$ cat config.mk
export PLATFORM = sky130hd
export DESIGN_NAME = parse_128bit_integer_literal
export DESIGN_NICKNAME = d
export VERILOG_FILES = /design/src/hw/rtl/plp_pkg.sv /design/src/hw/rtl/parse_128bit_integer_literal.sv /design/src/hw/rtl/plp_digit_decode.sv /design/src/hw/rtl/plp_mac.sv
export SDC_FILE = /design/constraint.sdc
export NUM_CORES = 1
export LEC_CHECK = 0
export BUFFER_PORTS_ARGS = -buffer_cell sky130_fd_sc_hd__buf_2
export CAP_MARGIN = 20
export CELL_PAD_IN_SITES_DETAIL_PLACEMENT = 1
export CELL_PAD_IN_SITES_GLOBAL_PLACEMENT = 2
export CORE_UTILIZATION = 34
export CTS_BUF_LIST = sky130_fd_sc_hd__clkbuf_8
export CTS_CLUSTER_SIZE = 10
export DETAILED_ROUTE_END_ITERATION = 7
export GPL_TIMING_DRIVEN = 0
export HOLD_SLACK_MARGIN = 0.02
export PLACE_DENSITY = 0.82
export SYNTH_ARGS = -nofsm -noshare
export SYNTH_HDL_FRONTEND = slang
export SYNTH_SLANG_ARGS = --single-unit
$ cat constraint.sdc
create_clock -name clock -period 13.4 [get_ports clock]
set_input_delay 0.67 -clock clock [delete_from_list [all_inputs] [get_ports clock]]
set_output_delay 0.67 -clock clock [all_outputs]
set_load 0.05 [all_outputs]
$ cat src/hw/rtl/plp_pkg.sv
// shared types and constants for the 128-bit integer literal parser
package plp_pkg;

   localparam int CharWidth  = 8;
   localparam int AccWidth   = 128;
   localparam int HalfWidth  = 64;
   localparam int CountWidth = 8;
   localparam int DigitWidth = 4;
   // headroom above the accumulator for the largest multiplier (16)
   localparam int CarryWidth = 4;
   localparam int WideWidth  = AccWidth + CarryWidth;

   localparam logic [CharWidth-1:0]  CHAR_NUL    = 8'h00;
   localparam logic [CharWidth-1:0]  CHAR_ZERO   = 8'h30;  // '0'
   localparam logic [CharWidth-1:0]  CHAR_SEVEN  = 8'h37;  // '7'
   localparam logic [CharWidth-1:0]  CHAR_NINE   = 8'h39;  // '9'
   localparam logic [CharWidth-1:0]  CHAR_UP_A   = 8'h41;  // 'A'
   localparam logic [CharWidth-1:0]  CHAR_UP_F   = 8'h46;  // 'F'
   localparam logic [CharWidth-1:0]  CHAR_LOW_A  = 8'h61;  // 'a'
   localparam logic [CharWidth-1:0]  CHAR_LOW_F  = 8'h66;  // 'f'
   localparam logic [CharWidth-1:0]  CHAR_X      = 8'h78;  // 'x'
   localparam logic [CharWidth-1:0]  LETTER_BIAS = 8'h0A;  // 'a' maps to ten

   localparam logic [CountWidth-1:0] COUNT_MAX = 8'hFF;
   localparam logic [CountWidth-1:0] COUNT_ONE = 8'h01;

   typedef enum logic [1:0] {
      BASE_DEC = 2'd0,
      BASE_HEX = 2'd1,
      BASE_OCT = 2'd2
   } base_type;

   typedef enum logic [1:0] {
      PH_IDLE   = 2'd0,
      PH_ZERO   = 2'd1,
      PH_DIGITS = 2'd2
   } phase_type;

   typedef struct packed {
      logic [CharWidth-1:0] char_byte;
      logic                 start_flag;
   } req_payload_type;

   typedef struct packed {
      logic [HalfWidth-1:0]  value_low;
      logic [HalfWidth-1:0]  value_high;
      logic [1:0]            base_code;
      logic [CountWidth-1:0] digit_count;
      logic                  not_integer;
      logic                  overflowed;
   } rsp_payload_type;

   typedef struct packed {
      logic                  hit;
      logic [DigitWidth-1:0] value;
   } digit_info_type;

endpackage

$ cat src/hw/rtl/parse_128bit_integer_literal.sv
// top level: input register, parse state update and result register
// an ending character goes through the input register, then into the result register
// throughput: one character beat per cycle; a stalled result blocks only an ending character
// the mac is a 128-bit shift-add, one digit per cycle; no iteration inside a beat
// reset: synchronous, active high; clears both valid flags and all parse state
// characters before the first start_flag beat are dropped without a result
module parse_128bit_integer_literal (
   input  logic                     clock,
   input  logic                     reset,
   input  logic                     req_valid,
   output logic                     req_stall,
   input  plp_pkg::req_payload_type req_payload,
   output logic                     rsp_valid,
   input  logic                     rsp_stall,
   output plp_pkg::rsp_payload_type rsp_payload
);

   logic                             s1_valid_ff;
   plp_pkg::req_payload_type         s1_payload_ff;
   plp_pkg::phase_type               phase_ff;
   plp_pkg::phase_type               phase_in;
   logic [plp_pkg::AccWidth-1:0]     acc_ff;
   logic [plp_pkg::AccWidth-1:0]     acc_in;
   plp_pkg::base_type                base_ff;
   plp_pkg::base_type                base_in;
   logic [plp_pkg::CountWidth-1:0]   count_ff;
   logic [plp_pkg::CountWidth-1:0]   count_in;
   logic                             wrap_ff;
   logic                             wrap_in;
   logic                             bad_ff;
   logic                             bad_in;
   logic                             rsp_valid_ff;
   plp_pkg::rsp_payload_type         rsp_payload_ff;

   logic                             start;
   logic [plp_pkg::CharWidth-1:0]    chr;
   logic [plp_pkg::AccWidth-1:0]     src_acc;
   plp_pkg::base_type                dec_base;
   plp_pkg::digit_info_type          digit;
   logic [plp_pkg::AccWidth-1:0]     mac_sum;
   logic                             mac_carry;
   logic                             use_mac;
   logic                             emit;
   logic                             out_free;
   logic                             advance;
   logic                             req_accept;

   assign start    = s1_payload_ff.start_flag;
   assign chr      = s1_payload_ff.char_byte;
   // a start beat works on the cleared state
   assign src_acc  = start ? '0 : acc_ff;
   assign dec_base = start ? plp_pkg::BASE_DEC :
                     (phase_ff == plp_pkg::PH_ZERO) ? plp_pkg::BASE_OCT : base_ff;

   plp_digit_decode u_decode (
      .char_byte (chr),
      .base_sel  (dec_base),
      .digit     (digit)
   );

   plp_mac u_mac (
      .acc         (src_acc),
      .base_sel    (dec_base),
      .digit_value (digit.value),
      .sum         (mac_sum),
      .carry       (mac_carry)
   );

   // next phase
   always_comb begin
      phase_in = phase_ff;
      if (start) begin
         if (chr == plp_pkg::CHAR_ZERO) begin
            phase_in = plp_pkg::PH_ZERO;
         end else if (digit.hit) begin
            phase_in = plp_pkg::PH_DIGITS;
         end else begin
            phase_in = plp_pkg::PH_IDLE;
         end
      end else begin
         case (phase_ff)
            plp_pkg::PH_ZERO: begin
               if (chr == plp_pkg::CHAR_X) begin
                  phase_in = plp_pkg::PH_DIGITS;
               end else if (chr == plp_pkg::CHAR_NUL) begin
                  phase_in = plp_pkg::PH_IDLE;
               end else if (digit.hit) begin
                  phase_in = plp_pkg::PH_DIGITS;
               end else begin
                  phase_in = plp_pkg::PH_IDLE;
               end
            end
            plp_pkg::PH_DIGITS: begin
               if (!digit.hit) begin
                  phase_in = plp_pkg::PH_IDLE;
               end
            end
            default: begin
               phase_in = phase_ff;
            end
         endcase
      end
   end

   // parse state and result
   always_comb begin
      acc_in   = src_acc;
      base_in  = start ? plp_pkg::BASE_DEC : base_ff;
      count_in = start ? '0 : count_ff;
      wrap_in  = start ? 1'b0 : wrap_ff;
      bad_in   = start ? 1'b0 : bad_ff;
      use_mac  = 1'b0;
      emit     = 1'b0;
      if (start) begin
         if (chr == plp_pkg::CHAR_ZERO) begin
            use_mac = 1'b0;
         end else if (digit.hit) begin
            use_mac = 1'b1;
         end else begin
            bad_in = 1'b1;
            emit   = 1'b1;
         end
      end else begin
         case (phase_ff)
            plp_pkg::PH_ZERO: begin
               if (chr == plp_pkg::CHAR_X) begin
                  base_in = plp_pkg::BASE_HEX;
               end else if (chr == plp_pkg::CHAR_NUL) begin
                  // lone zero counts as one digit
                  base_in  = plp_pkg::BASE_DEC;
                  count_in = plp_pkg::COUNT_ONE;
                  emit     = 1'b1;
               end else begin
                  base_in = plp_pkg::BASE_OCT;
                  use_mac = digit.hit;
                  emit    = !digit.hit;
               end
            end
            plp_pkg::PH_DIGITS: begin
               use_mac = digit.hit;
               emit    = !digit.hit;
            end
            default: begin
               emit = 1'b0;
            end
         endcase
      end
      if (use_mac) begin
         acc_in  = mac_sum;
         wrap_in = wrap_in | mac_carry;
         if (count_in != plp_pkg::COUNT_MAX) begin
            count_in = count_in + plp_pkg::COUNT_ONE;
         end
      end
   end

   // an ending character needs room in the result register, others always go
   assign out_free   = !rsp_valid_ff || !rsp_stall;
   assign advance    = s1_valid_ff && (!emit || out_free);
   assign req_stall  = s1_valid_ff && !advance;
   assign req_accept = req_valid && !req_stall;

   always_ff @(posedge clock) begin
      if (reset) begin
         s1_valid_ff <= 1'b0;
      end else if (req_accept) begin
         s1_valid_ff <= 1'b1;
      end else if (advance) begin
         s1_valid_ff <= 1'b0;
      end
   end

   always_ff @(posedge clock) begin
      if (req_accept) begin
         s1_payload_ff <= req_payload;
      end
   end

   always_ff @(posedge clock) begin
      if (reset) begin
         phase_ff <= plp_pkg::PH_IDLE;
         acc_ff   <= '0;
         base_ff  <= plp_pkg::BASE_DEC;
         count_ff <= '0;
         wrap_ff  <= 1'b0;
         bad_ff   <= 1'b0;
      end else if (advance) begin
         phase_ff <= phase_in;
         acc_ff   <= acc_in;
         base_ff  <= base_in;
         count_ff <= count_in;
         wrap_ff  <= wrap_in;
         bad_ff   <= bad_in;
      end
   end

   always_ff @(posedge clock) begin
      if (reset) begin
         rsp_valid_ff <= 1'b0;
      end else if (out_free) begin
         rsp_valid_ff <= advance && emit;
      end
   end

   always_ff @(posedge clock) begin
      if (out_free && advance && emit) begin
         rsp_payload_ff.value_low   <= acc_in[plp_pkg::HalfWidth-1:0];
         rsp_payload_ff.value_high  <= acc_in[plp_pkg::AccWidth-1:plp_pkg::HalfWidth];
         rsp_payload_ff.base_code   <= base_in;
         rsp_payload_ff.digit_count <= count_in;
         rsp_payload_ff.not_integer <= bad_in;
         rsp_payload_ff.overflowed  <= wrap_in;
      end
   end

   assign rsp_valid   = rsp_valid_ff;
   assign rsp_payload = rsp_payload_ff;

`ifndef SYNTHESIS
   a_idle_after_emit: assert property (@(posedge clock) disable iff (reset)
      (advance && emit) |=> (phase_ff == plp_pkg::PH_IDLE))
      else $error("parser not idle after ending a number");

   a_no_spurious_rsp: assert property (@(posedge clock) disable iff (reset)
      (out_free && !(advance && emit)) |=> !rsp_valid_ff)
      else $error("result beat without an ending character");

   a_digits_counted: assert property (@(posedge clock) disable iff (reset)
      (phase_ff == plp_pkg::PH_DIGITS) |->
      ((count_ff != '0) || (base_ff == plp_pkg::BASE_HEX)))
      else $error("digit phase entered without a digit");

   a_bad_start_zero: assert property (@(posedge clock) disable iff (reset)
      (rsp_valid_ff && rsp_payload_ff.not_integer) |->
      ((rsp_payload_ff.value_low == '0) && (rsp_payload_ff.value_high == '0) &&
       (rsp_payload_ff.digit_count == '0) && !rsp_payload_ff.overflowed))
      else $error("not_integer result carries a value");
`endif

endmodule

$ cat src/hw/rtl/plp_digit_decode.sv
// character to digit decode for the selected base
module plp_digit_decode (
   input  logic [plp_pkg::CharWidth-1:0] char_byte,
   input  plp_pkg::base_type             base_sel,
   output plp_pkg::digit_info_type       digit
);

   logic                           is_dec;
   logic                           is_oct;
   logic                           is_low;
   logic                           is_up;
   logic [plp_pkg::CharWidth-1:0]  num_off;
   logic [plp_pkg::CharWidth-1:0]  low_off;
   logic [plp_pkg::CharWidth-1:0]  up_off;

   assign is_dec  = (char_byte >= plp_pkg::CHAR_ZERO) && (char_byte <= plp_pkg::CHAR_NINE);
   assign is_oct  = (char_byte >= plp_pkg::CHAR_ZERO) && (char_byte <= plp_pkg::CHAR_SEVEN);
   assign is_low  = (char_byte >= plp_pkg::CHAR_LOW_A) && (char_byte <= plp_pkg::CHAR_LOW_F);
   assign is_up   = (char_byte >= plp_pkg::CHAR_UP_A) && (char_byte <= plp_pkg::CHAR_UP_F);
   assign num_off = char_byte - plp_pkg::CHAR_ZERO;
   assign low_off = char_byte - plp_pkg::CHAR_LOW_A + plp_pkg::LETTER_BIAS;
   assign up_off  = char_byte - plp_pkg::CHAR_UP_A + plp_pkg::LETTER_BIAS;

   always_comb begin
      digit.hit   = 1'b0;
      digit.value = num_off[plp_pkg::DigitWidth-1:0];
      case (base_sel)
         plp_pkg::BASE_HEX: begin
            if (is_dec) begin
               digit.hit = 1'b1;
            end else if (is_low) begin
               digit.hit   = 1'b1;
               digit.value = low_off[plp_pkg::DigitWidth-1:0];
            end else if (is_up) begin
               digit.hit   = 1'b1;
               digit.value = up_off[plp_pkg::DigitWidth-1:0];
            end
         end
         plp_pkg::BASE_OCT: begin
            digit.hit = is_oct;
         end
         default: begin
            digit.hit = is_dec;
         end
      endcase
   end

endmodule

$ cat src/hw/rtl/plp_mac.sv
// acc * base + digit over 128 bits with carry-out detect, shift-add form
module plp_mac (
   input  logic [plp_pkg::AccWidth-1:0]   acc,
   input  plp_pkg::base_type              base_sel,
   input  logic [plp_pkg::DigitWidth-1:0] digit_value,
   output logic [plp_pkg::AccWidth-1:0]   sum,
   output logic                           carry
);

   logic [plp_pkg::WideWidth-1:0] wide;
   logic [plp_pkg::WideWidth-1:0] scaled;
   logic [plp_pkg::WideWidth-1:0] total;

   assign wide = {{plp_pkg::CarryWidth{1'b0}}, acc};

   always_comb begin
      case (base_sel)
         plp_pkg::BASE_HEX: scaled = wide << 4;
         plp_pkg::BASE_OCT: scaled = wide << 3;
         default:           scaled = (wide << 3) + (wide << 1);
      endcase
   end

   assign total = scaled + {{(plp_pkg::WideWidth-plp_pkg::DigitWidth){1'b0}}, digit_value};
   assign sum   = total[plp_pkg::AccWidth-1:0];
   assign carry = |total[plp_pkg::WideWidth-1:plp_pkg::AccWidth];

endmodule

Word-level counts from Yosys, hierarchy flattened
Cells that the tools add are included.
Widths: inputs -> output; s select.
- $add $sub $neg: 8
- $lt $le $gt $ge: 7
- equal/unequal tests: 8
- multiplexer cells: 50
- bitwise operators: 1
- reduce and logical (&&, ||, !) cells: 23
- operator list (cell ; count):
    $pmux 132 s2 ; 1
    $mux 128 ; 2
    $add 131x129->132 ; 1
    $add 132x4->132 ; 1
    $mux 8 ; 7
    $mux 2 ; 13
    $mux 1 ; 19
    $ge 8x7->1 const B ; 2
    $le 8x6->1 const B ; 2
    $le 8x7->1 const B ; 2
    $sub 4x1->4 const B ; 3
    $logic_and 1x1->1 ; 10
    $mux 5 ; 2
    $add 4x4->4 const B ; 2
    $add 8x1->8 const B ; 1
    $eq 8x6->1 const B ; 1
    $eq 8x7->1 const B ; 1
    $ge 8x6->1 const B ; 1
    $logic_not 8->1 ; 1
    $mux 4 ; 2
    $ne 8x8->1 const B ; 1
    $logic_not 1->1 ; 6
    $pmux 1 s2 ; 3
    $eq 2x1->1 const B ; 2
    other kinds (9) ; 11
- register bits: 293
- input bits: 13
- output and inout bits: 142

Longest topological paths before layout
- word-level depth: 19
- gate-level depth with buffers: 54
- mapped depth without buffers: 28

Modules after synthesis
Synthesis repeated with hierarchy kept, for this count alone.
- cell total of the unflattened synthesis: 3993
- area, all modules: 31174.9 µm²
- modules (own cells, without submodules) (module ; times used ; cells each ; area each (µm²) ; sequential area each (µm²)):
    plp_mac ; 1 ; 2758 ; 17600.6 ; 0.0
    parse_128bit_integer_literal ; 1 ; 1198 ; 13297.8 ; 7357.1
    plp_digit_decode ; 1 ; 37 ; 276.5 ; 0.0

Worst setup path after synthesis
OpenSTA, ideal clock, no wires.
- kind: register -> register
- start point: register s1_payload_ff (netlist bit start)
- end point: register rsp_payload_ff (netlist bit rsp_payload[0]) (enable)
- library setup time: 0.685 ns
- arrival: 13.427 ns
- required time: 12.715 ns
- setup slack: -0.712 ns
- cell stages (with the launch flop): 36
- path buffers: 28
- cell sequence: edfxtp_1 -> buf_6 -> buf_6 -> buf_6 -> buf_6 -> buf_8 -> buf_6 -> buf_6 -> buf_6 -> buf_6 -> buf_6 -> buf_4 -> buf_2 -> buf_2 -> buf_2 -> clkbuf_1 -> clkbuf_1 -> clkbuf_1 -> clkbuf_1 -> nor2_1 -> nand2_1 -> ha_1 -> clkbuf_1 -> buf_4 -> clkbuf_1 -> buf_4 -> clkbuf_1 -> clkbuf_1 -> buf_4 -> clkbuf_1 -> buf_1 -> buf_1 -> o21ai_0 -> inv_1 -> nand3_1 -> a21oi_1
- longest elaborated chain between the ends: 13
- elaborated cells on any way between the ends: 16
- classes of those cells: eq/ne (2); mux (8); reduce/logical (6)
- ends and longest elaborated chain (element ; RTL line ; source):
    start: declaration ; parse_128bit_integer_literal.sv:19 ; plp_pkg::req_payload_type s1_payload_ff;
    start signal: assignment ; parse_128bit_integer_literal.sv:175 ; s1_payload_ff <= req_payload;
    $mux 2 ; parse_128bit_integer_literal.sv:52 ; assign dec_base = start ? plp_pkg::BASE_DEC :
    $eq 2x2->1 or $eq 2x1->1 (tied branches) ; plp_digit_decode.sv:27 ; case (base_sel)
    $pmux 1 s2 ; plp_digit_decode.sv:27 ;
    $logic_not 1->1 ; parse_128bit_integer_literal.sv:136, parse_128bit_integer_literal.sv:141 ;
    $mux 1 ; parse_128bit_integer_literal.sv:128 ; end else if (chr == plp_pkg::CHAR_NUL) begin
    $mux 1 ; parse_128bit_integer_literal.sv:126 ; if (chr == plp_pkg::CHAR_X) begin
    $pmux 1 s2 ; parse_128bit_integer_literal.sv:124 ; case (phase_ff)
    $mux 1 * ; parse_128bit_integer_literal.sv:114 ; if (start) begin
    $logic_not 1->1 ; parse_128bit_integer_literal.sv:159 ; assign advance = s1_valid_ff && (!emit || out_free);
    $logic_or 1x1->1 ; parse_128bit_integer_literal.sv:159 ;
    $logic_and 1x1->1 ; parse_128bit_integer_literal.sv:159 ;
    $logic_and 1x1->1 ; parse_128bit_integer_literal.sv:206 ; if (out_free && advance && emit) begin
    $logic_and 1x1->1 * ; parse_128bit_integer_literal.sv:206 ;
    end: declaration ; parse_128bit_integer_literal.sv:33 ; plp_pkg::rsp_payload_type rsp_payload_ff;
Every way passes the cells marked *; elsewhere a longest branch is shown, timed or not.
A chain may end at the register's enable or synchronous reset.

Worst setup path in the final report
- start point: register s1_payload_ff (netlist bit start)
- end point: register rsp_payload_ff (netlist bit rsp_payload[0]), data pin
- longest elaborated chain between the ends: 8
- elaborated cells on any way between the ends: 19
- classes of those cells: add/sub (2); eq/ne (2); mux (13); bitwise (1); reduce/logical (1)
- ends and longest elaborated chain (element ; RTL line ; source):
    parallel branches: the longest is 7 deep, another holds $add 131x129->132 ; - ;
    $mux 1 * ; parse_128bit_integer_literal.sv:148 ; if (use_mac) begin
    net wrap_in ; parse_128bit_integer_literal.sv:29 ; logic wrap_in;
Mark *: on every way through the listed nets, which the timed path passes.

==> metrics.yaml <==
avgRoutedWirePerCell_microns: 36.3
r2r_cells: 38
path_max_fanout: 20
grt_pass1_wl_mm: 293
port_buffers: 153
fin_area_sq_um: 35700
leakagePower_nw: 11.3
fin_crit_ns: 13.69
cts_tree: "yes"
synth_flop_cell: "edfxtp_1"
grtUsageTotal_pct: 44.2
placed_area_sq_um: 33900
syn-num-nets: 4423
synthCells: 4366
ys.warnings.count: 0
hold_violations: 0
first_pass_iters: 5
syn_area_per_cell_sq_um: 7.14
post_drt_via_cell_ratio: 6.68
timing.rr.end: "rsp_payload[0]$_DFFE_PP_"
area_growth_pct: 14.4
cpMostUsedCell: "buf_6"
pin_count: 155
r2r_start: "start$_DFFE_PP_"
grt_max_degree: 33
cts_buffers: 56
cts.path.max_buffers: 3
finalCritPeriodShare_pct: 102
synth_simple_gate_area_share_pct: 29.2
clock_sinks: 293
drt_wl_total_mm: 212
start_util_pct: 34.5
grt_pass1_vias: 38100
worstHoldStart: "req_payload[3]"
setup_viol: 4
yosysSeqAreaShare_pct: 23.6
cts_max_level: 2
violations: "negative setup slack"
synth_seq_cells: 293
dp_slack_ns: -8.81
yosysTopAreaCellShare_pct: 14.3
drv_slew: 0
rows: 110
synthArstFlopShare_pct: 0
dieHeight_microns: 305
drc: 0
die_width_microns: 305
fin_ws_ns: -0.294
status: "complete, but fails checks"
vias: 39100
p_per_area_nw_per_um2: 72.1
drv_cap: 0
arrival_ns: 14.19
postRouteAntennaNets: 0
min_to: "chr[2]$_DFFE_PP_"
dp_hpwl_mm: 173
synth_area_leaders: "edfxtp_1, dfxtp_1, nand2_1, nor2_1, a21oi_1"
cp-start-kind: "flip-flop"
yosysMostFrequentCell: "nand2_1"
synth_compound_area_share_pct: 31.2
final_cells: 5853
grt_setup_unrepaired: "false"
critPathMaxStageDelay_ns: 0.83
muxShareOfSynthArea_pct: 0.738
clk_pin_slew_ns: 0.07
worst_pin_slew_ns: 1.36
place_congestion: 1.09
slowest_stage: "clkbuf_1"
overflow: 0
drive_gt1_share_pct: 11.9
drtIter0Drc: 3838
slew_headroom_pct: 9.18
antenna_found_initial: 16
dp.cells: 5729
final_core_utilization_pct: 39.5
max_freq_ghz: 0.0730
cp.required_ns: 13.90
n_fill_cell: 11400
hold_path_depth: 1
syn_area_sq_um: 31200
worstSkewPairLatency_ns: 0.78
final_nets: 4678
synth_xor_area_share_pct: 7.02
die-area_sq_um: 93000
yosysUniqueCellTypes: 123
synth_common_cells: "nand2_1, nor2_1, a21oi_1, o21ai_0, clkbuf_1"
cts_root_buf: "clkbuf_8"
synth_top_area_cell: "edfxtp_1"
hold_class: "in -> reg"
crit_type: "reg -> reg"
core-area_sq_um: 90400
endpoint_kind: "flip-flop"
ir_drop_uv: 83.6
synth_top_family_by_area: "compound AO/OA/AOI/OAI gates"
synth_edf_count: 149
synthAdderAreaFrac_pct: 1.96
rrSetupSlack_ns: -0.29
finClkSkew_ns: 0.0433
[power by group]
group,internal [mW],switching [mW]
combinational,0.106,0.344
clock,0.632,0.508
sequential,0.965,0.0170
[sequential cells by signal, summed over array words and instances, names as in the netlist, 2 cells and up]
signal / flops
acc_ff: 128
rsp_payload: 140
phase_ff: 2
base_ff: 2
chr: 8
count_ff: 8
[what timing repair did]
| item | CTS | global route |
|---|---|---|
| resized for setup | 68 | 11 |
| setup buffers | 10 | 1 |
| hold buffers | 0 | 0 |
| pin swaps | 5 | 0 |
| setup endpoints to repair | 432 | 119 |
[metrics by stage]
stage | hold slack (ns) | power (mW) | TNS [ns]
2_1_floorplan | 0.427 | 1.25 | 0
3_3_place_gp | 0.437 | 1.42 | -3624.92
3_5_place_dp | 0.446 | 1.43 | -2371.34
4_1_cts | 0.0509 | 2.55 | 0
5_1_grt | 0.0711 | 2.61 | 0
6_report | 0.0928 | 2.57 | -0.515
[final cells by class]
type                    instances  area, sq um  share of cell area (%)
clock inverters                43          509                    1.43
multi-input cells            3650        22000                    61.6
well taps                    1176         1470                    4.12
repair buffers                206         1420                    3.97
plain buffers                 353         1830                    5.13
diodes                          9         22.5                  0.0631
flip-flops and latches        293         7360                    20.6
inverters                      61          229                   0.642
clock buffers                  62          853                    2.39
[worst max-delay path by stage]
stage                               start                       end  slack (ns)  cells after the start
final                     start$_DFFE_PP_  rsp_payload[0]$_DFFE_PP_       -0.29                     38
after detailed placement  start$_DFFE_PP_  rsp_payload[0]$_DFFE_PP_       -8.81                     54
after global placement    start$_DFFE_PP_  rsp_payload[0]$_DFFE_PP_      -10.40                     50
after global routing      start$_DFFE_PP_  rsp_payload[0]$_DFFE_PP_        0.02                     52
after CTS                 start$_DFFE_PP_  rsp_payload[0]$_DFFE_PP_        0.08                     49
after floorplan           start$_DFFE_PP_  rsp_payload[0]$_DFFE_PP_        2.18                     53
[cell usage in the layout (no fill, tap or decap), types with 19 or more instances in the layout]
| cell | netlist | layout |
|---|---|---|
| and3_1 | 27 | 27 |
| a211oi_1 | 48 | 47 |
| nor4_1 | 29 | 28 |
| a311oi_1 | 20 | 20 |
| clkbuf_1 | 241 | 220 |
| nor2b_1 | 49 | 49 |
| nor2_1 | 513 | 513 |
| xnor2_1 | 184 | 184 |
| clkbuf_8 | 0 | 67 |
| a31oi_1 | 33 | 33 |
| nor3_1 | 187 | 186 |
| o21ai_0 | 301 | 292 |
| inv_1 | 60 | 69 |
| nor3_2 | 41 | 42 |
| nand3_1 | 155 | 155 |
| buf_4 | 18 | 37 |
| nand2_1 | 571 | 569 |
| or3_1 | 57 | 57 |
| o21bai_1 | 24 | 24 |
| buf_8 | 6 | 25 |
| a22o_1 | 31 | 31 |
| nand4_1 | 88 | 88 |
| xor2_1 | 64 | 64 |
| o21ai_1 | 31 | 39 |
| buf_2 | 46 | 197 |
| dfxtp_1 | 144 | 144 |
| a21o_1 | 53 | 53 |
| edfxtp_1 | 149 | 149 |
| o22ai_1 | 19 | 19 |
| a21oi_1 | 361 | 360 |
| buf_1 | 26 | 20 |
| buf_6 | 22 | 26 |
| a2111oi_0 | 24 | 23 |
| a22oi_1 | 91 | 91 |
| a221oi_1 | 42 | 42 |
| nand2b_1 | 22 | 22 |
| o211ai_1 | 99 | 99 |
| ha_1 | 43 | 42 |
| o21a_1 | 39 | 39 |
[kinds of logic (layout without fill, tap and decap cells)]
kind of cell | Yosys count | after routing
AND/OR/NAND/NOR | 1882 | 1882
AO/OA/AOI/OAI | 1448 | 1448
buffers and inverters | 423 | 725
flip-flops | 293 | 293
XOR/XNOR | 249 | 249
adder cells (fa/ha/maj) | 49 | 49
multiplexers | 22 | 22
other | 0 | 9
[critical path: cells and delay by family (launching register included)]
family,cells,cell delay (ns)
DFF,1,0.47
buffers and inverters,24,8.69
adders and majority gates,1,0.27
AOI/OAI and AO/OA,4,1.21
and+or+nand+nor,9,2.60
[layer usage]
metal | global-route usage (%) | vias up | share of wire (%)
li1 | - | 16800 | -
met1 | 52.7 | 19600 | 39
met2 | 68.2 | 2068 | 43
met3 | 10.4 | 669 | 8.6
met4 | 34.6 | 4 | 8.9
met5 | 0 | - | 0.017
(Power assumes the default switching activity.)
